`config.mk`:
```
export PLATFORM = sky130hd
export DESIGN_NAME = hldf_queue
export DESIGN_NICKNAME = d
export VERILOG_FILES = /design/src/rtl/hldf_pkg.sv /design/src/rtl/hldf_queue.sv
export SDC_FILE = /design/constraint.sdc
export NUM_CORES = 1
export LEC_CHECK = 0
export ABC_CLOCK_PERIOD_IN_PS = 5000
export BUFFER_PORTS_ARGS = -buffer_cell sky130_fd_sc_hd__clkbuf_2
export CORE_ASPECT_RATIO = 1.25
export CORE_UTILIZATION = 45
export DETAILED_ROUTE_END_ITERATION = 6
export GPL_TIMING_DRIVEN = 0
export PLACE_DENSITY = 0.71
export SLEW_MARGIN = 20
export SYNTH_ARGS = -nofsm -noshare
export SYNTH_HDL_FRONTEND = slang
export SYNTH_SLANG_ARGS = --single-unit
```
`constraint.sdc`:
```
create_clock -name clock -period 5 [get_ports clock]
set_input_delay 0.25 -clock clock [delete_from_list [all_inputs] [get_ports clock]]
set_output_delay 0.25 -clock clock [all_outputs]
set_load 0.05 [all_outputs]
```
`src/rtl/hldf_pkg.sv`:
```
// Shared types and constants of the lift and drag force block.
// No dependencies.
package hldf_pkg;

   localparam int RAD_W  = 64;
   localparam int ROOT_W = 32;
   // Square root pipeline: one stage per result bit plus the rounding stage.
   localparam int SQ_LAT = ROOT_W + 1;

   localparam logic [2:0] CSR_DENSITY = 3'd0;
   localparam logic [2:0] CSR_LIFT_XY = 3'd1;
   localparam logic [2:0] CSR_LIFT_XZ = 3'd2;
   localparam logic [2:0] CSR_DRAG_X  = 3'd3;
   localparam logic [2:0] CSR_DRAG_Y  = 3'd4;
   localparam logic [2:0] CSR_DRAG_Z  = 3'd5;

   localparam logic [31:0] DENSITY_RESET = 32'd65536000;

   localparam logic signed [32:0] DRAG_OFF_XY = 33'sd7;
   localparam logic signed [32:0] DRAG_OFF_Z  = 33'sd1;

   typedef enum logic [1:0] {
      SGN_ZERO,
      SGN_POS,
      SGN_NEG
   } sign_type;

   typedef struct packed {
      logic [31:0] rho;
      logic [31:0] c_lxy;
      logic [31:0] c_lxz;
      logic [31:0] c_dx;
      logic [31:0] c_dy;
      logic [31:0] c_dz;
   } cfg_type;

   typedef struct packed {
      logic [3:0]        lift_neg;
      sign_type [2:0]    drag_sgn;
   } flag_type;

   typedef struct packed {
      logic [31:0] mag_u;
      logic [31:0] mag_v;
      logic [31:0] mag_w;
      flag_type    flags;
   } queue_item_type;

endpackage

```
`src/rtl/hldf_queue.sv`:
```
// Short item queue between the front and the back pipelines.
// Depends on hldf_pkg for the queued item type.
module hldf_queue #(
   parameter int DEPTH = 4
) (
   input  logic                    clock,
   input  logic                    reset,
   input  logic                    in_valid,
   output logic                    in_ready,
   input  hldf_pkg::queue_item_type in_item,
   output logic                    out_valid,
   input  logic                    out_ready,
   output hldf_pkg::queue_item_type out_item
);

   localparam int PTR_W = $clog2(DEPTH);
   localparam int CNT_W = $clog2(DEPTH + 1);

   hldf_pkg::queue_item_type mem_ff [DEPTH];
   logic [PTR_W-1:0] wr_ptr_ff, rd_ptr_ff;
   logic [CNT_W-1:0] cnt_ff;
   logic             push, pop;

   assign in_ready  = (cnt_ff != CNT_W'(DEPTH));
   assign out_valid = (cnt_ff != '0);
   assign out_item  = mem_ff[rd_ptr_ff];
   assign push      = in_valid && in_ready;
   assign pop       = out_valid && out_ready;

   always_ff @(posedge clock) begin
      if (push) begin
         mem_ff[wr_ptr_ff] <= in_item;
      end
   end

   always_ff @(posedge clock) begin
      if (reset) begin
         wr_ptr_ff <= '0;
         rd_ptr_ff <= '0;
         cnt_ff    <= '0;
      end else begin
         if (push) begin
            wr_ptr_ff <= (wr_ptr_ff == PTR_W'(DEPTH - 1)) ? '0 : wr_ptr_ff + 1'b1;
         end
         if (pop) begin
            rd_ptr_ff <= (rd_ptr_ff == PTR_W'(DEPTH - 1)) ? '0 : rd_ptr_ff + 1'b1;
         end
         if (push && !pop) begin
            cnt_ff <= cnt_ff + 1'b1;
         end else if (pop && !push) begin
            cnt_ff <= cnt_ff - 1'b1;
         end
      end
   end

endmodule

```
==> results.cfg <==
[cts]
cts-root-buf = clkbuf_16
cts_made_buffers = 42
clk_path_buf_depth = 3
cts_tree = done
htreeDepth = 2
cts_sinks = 433
cts.reportedPaths.clkPinSlew_ns = 0.06
ctsResizeCount = 0
cts_setup_buffers = 0
worstSkewPairLatency_ns = 0.53

[power]
ir_drop_mv = 0.428
p_total_mw = 10.8
p_seq_frac = 0.416
power.leakage_nw = 6.92
p_clk_frac = 0.304
cellInternalPower_mw = 7.33
pwr-share-comb = 0.281
power_switching_mw = 3.45
p_sw_frac = 0.320
p_per_area_nw_per_um2 = 535

[place]
dp.cells = 1294
dpl_worst_slack_ns = 2.54
port_buffers = 216
hpwl_mm = 17.9
gp_congestion = 0.673
placed_cell_area_sq_um = 17600

[layout]
nets = 1093
finalCoreUtilization = 0.586
nFillCells = 2523
final_area_sq_um = 20200
layout-drive-gt1-share = 0.416
area_growth_pct = 27.9
multi_input_area_sq_um = 2690
fin_cells = 1477
seqCellArea_sq_um = 12900

[global_route]
grt_overflow = 0
grt_usage = 0.173
grt_start_max_net_pins = 43
grt_pass1_wl_mm = 45.9
grt_pass1_vias = 8241
antenna_found_initial = 2

[sta]
setup_ws_ns = 2.32
finalHoldViolCount = 0
max_slew.worst_pin.slew_ns = 0.734
setup_tns_ns = 0
rsz0062_at_grt = no
setup_viol = 0
timing.hold.ws_ns = 0.0724
fmax_ghz = 0.373
relSlewSlack = 0.511
min_period_ns = 2.68
finalCritPeriodShare = 0.536
skew_ns = 0.0133
finalMaxSlewViolations = 0

[route]
drc = 0
wl_mm = 30.1
vias = 7463
avgRoutedWirePerCell_microns = 20.4
drtAntennaViolNets = 0
firstDrtPassIters = 5
avgViaCountPerCell = 5.05
drtIter0Drc = 646

[setup_path]
r2r_start = cnt_ff[0]$_SDFFE_PP0P_
cp.required_ns = 4.75
critical_path_class = reg2out
end_kind = output pin
cp_data_arrival_time_ns = 2.43
start_kind = flip-flop
worstPathMaxFanout = 10

[synthesis]
syn-num-nets = 719
postSynthAreaPerCell_sq_um = 26.2
yosysWarnings = 0
syn_area_sq_um = 15800
yosys.cell_types.count = 26
ys_seq_area_frac = 0.820
ys_seq_elements = 433
syn_inst = 602

[status]
outcome = finished, final reports clean

[flow_run]
maxCapViolations = 0

[die]
die_area_sq_um = 35800
fp.dieW_microns = 169
ios = 218
rows = 76
initial_utilization = 0.458
core_region_area_sq_um = 34400
die_h_microns = 211

[hold_path]
min_path_type = in2reg
hold_start = in_valid
-- cell type report --
class,count,area share
Clock buffer,52,0.0572
Sequential cell,433,0.641
Antenna cell,2,0.000248
Timing Repair Buffer,330,0.117
Inverter,3,0.000559
Multi-Input combinational cell,140,0.133
Clock inverter,23,0.0144
Tap cell,468,0.0291
Buffer,26,0.00788
-- timing repair --
action | in CTS | in global routing
hold buffers | 106 | 0
hold endpoints to repair | 424 | 0
setup endpoints to repair | 0 | 0
-- kinds of logic after synthesis --
logic type                 count (synthesis)  share of synthesized area
AOI/OAI and AO/OA                          5                    0.00222
xor gates and xnor gates                   2                    0.00111
adders and majority gates                  7                    0.00604
buffers and inverters                     29                     0.0108
DFF                                      433                      0.820
muxes                                    109                      0.153
and+or+nand+nor                           17                    0.00675
-- cells in the mapped netlist --
library cell / count / area share
or3_2: 2 / 0.00095
nand3_1: 1 / 0.00032
o31ai_2: 1 / 0.00079
and2_4: 1 / 0.00056
nor3_1: 1 / 0.00032
clkbuf_2: 1 / 0.00032
mux2i_1: 3 / 0.0019
xor2_1: 2 / 0.0011
ha_1: 6 / 0.0048
a21oi_1: 2 / 0.00064
o31ai_1: 1 / 0.00048
and3_2: 4 / 0.0019
nand2b_1: 2 / 0.00079
or3_1: 1 / 0.00040
clkbuf_1: 7 / 0.0017
buf_6: 6 / 0.0043
or3b_1: 1 / 0.00056
dfxtp_1: 9 / 0.011
fa_1: 1 / 0.0013
nor2_1: 3 / 0.00071
inv_1: 3 / 0.00071
o21ai_0: 1 / 0.00032
mux4_2: 106 / 0.15
nand2_1: 1 / 0.00024
buf_2: 12 / 0.0038
edfxtp_1: 424 / 0.81
-- routing by layer --
metal	global-route usage	wire length [microns]	up-vias
li1	-	-	3368
met1	0.213	12000	3826
met2	0.300	15700	226
met3	0.0420	1820	43
met4	0.0528	663	0
met5	0	0	-
-- sequential cells by signal (all words and copies together) (netlist names), named ones only --
| signal | flops |
|---|---|
| rd_ptr_ff | 2 |
| mem_ff | 424 |
| cnt_ff | 3 |
| wr_ptr_ff | 2 |
-- placed cells by master, fill, tap and decap left out --
cell	n
clkinv_1	6
nor2_1	3
xor2_1	2
clkbuf_16	45
o31ai_1	1
or3_2	2
mux2i_1	3
diode_2	2
bufinv_16	7
mux4_2	106
nand2_1	1
clkinv_2	8
and3_4	4
and2_4	1
o31ai_2	1
buf_12	1
or3_1	1
fa_1	1
clkbuf_2	217
dlygate4sd3_1	106
clkinv_4	1
buf_2	12
buf_6	6
inv_6	1
edfxtp_1	424
inv_1	3
nand2b_1	2
buf_16	7
nor3_1	1
o21ai_0	1
or3b_1	1
nand3_1	1
ha_1	6
a21oi_1	2
clkbuf_1	14
dfxtp_1	9
-- power by group through the flow --
| stage | combinational, mW | sequential, mW | clock, mW |
|---|---|---|---|
| CTS | 3.08 | 4.48 | 3.35 |
| floorplan | 2.25 | 4.54 | 0 |
| global route | 3.19 | 4.51 | 3.48 |
| finish | 3.02 | 4.48 | 3.27 |
| global placement | 2.92 | 4.57 | 0 |
| detailed placement | 3.00 | 4.56 | 0 |
-- final timing paths --
kind,endpoint,slack [ns],cells after the start
setup reg to reg,cnt_ff[2]$_SDFFE_PP0P_,2.53,7
hold reg to reg,flip-flop,0.51,2
hold / removal,wr_ptr_ff[0]$_SDFFE_PP0P_,0.07,3
setup / recovery,out_item[37],2.32,4
-- worst max-delay path, cell delays in order (launching register included) --
cell and delay [ns]:
dfxtp_1 0.30, buf_2 0.24, clkbuf_1 0.60, mux4_2 0.47, clkbuf_2 0.27
No activity file was read; power rests on OpenSTA's default activity.
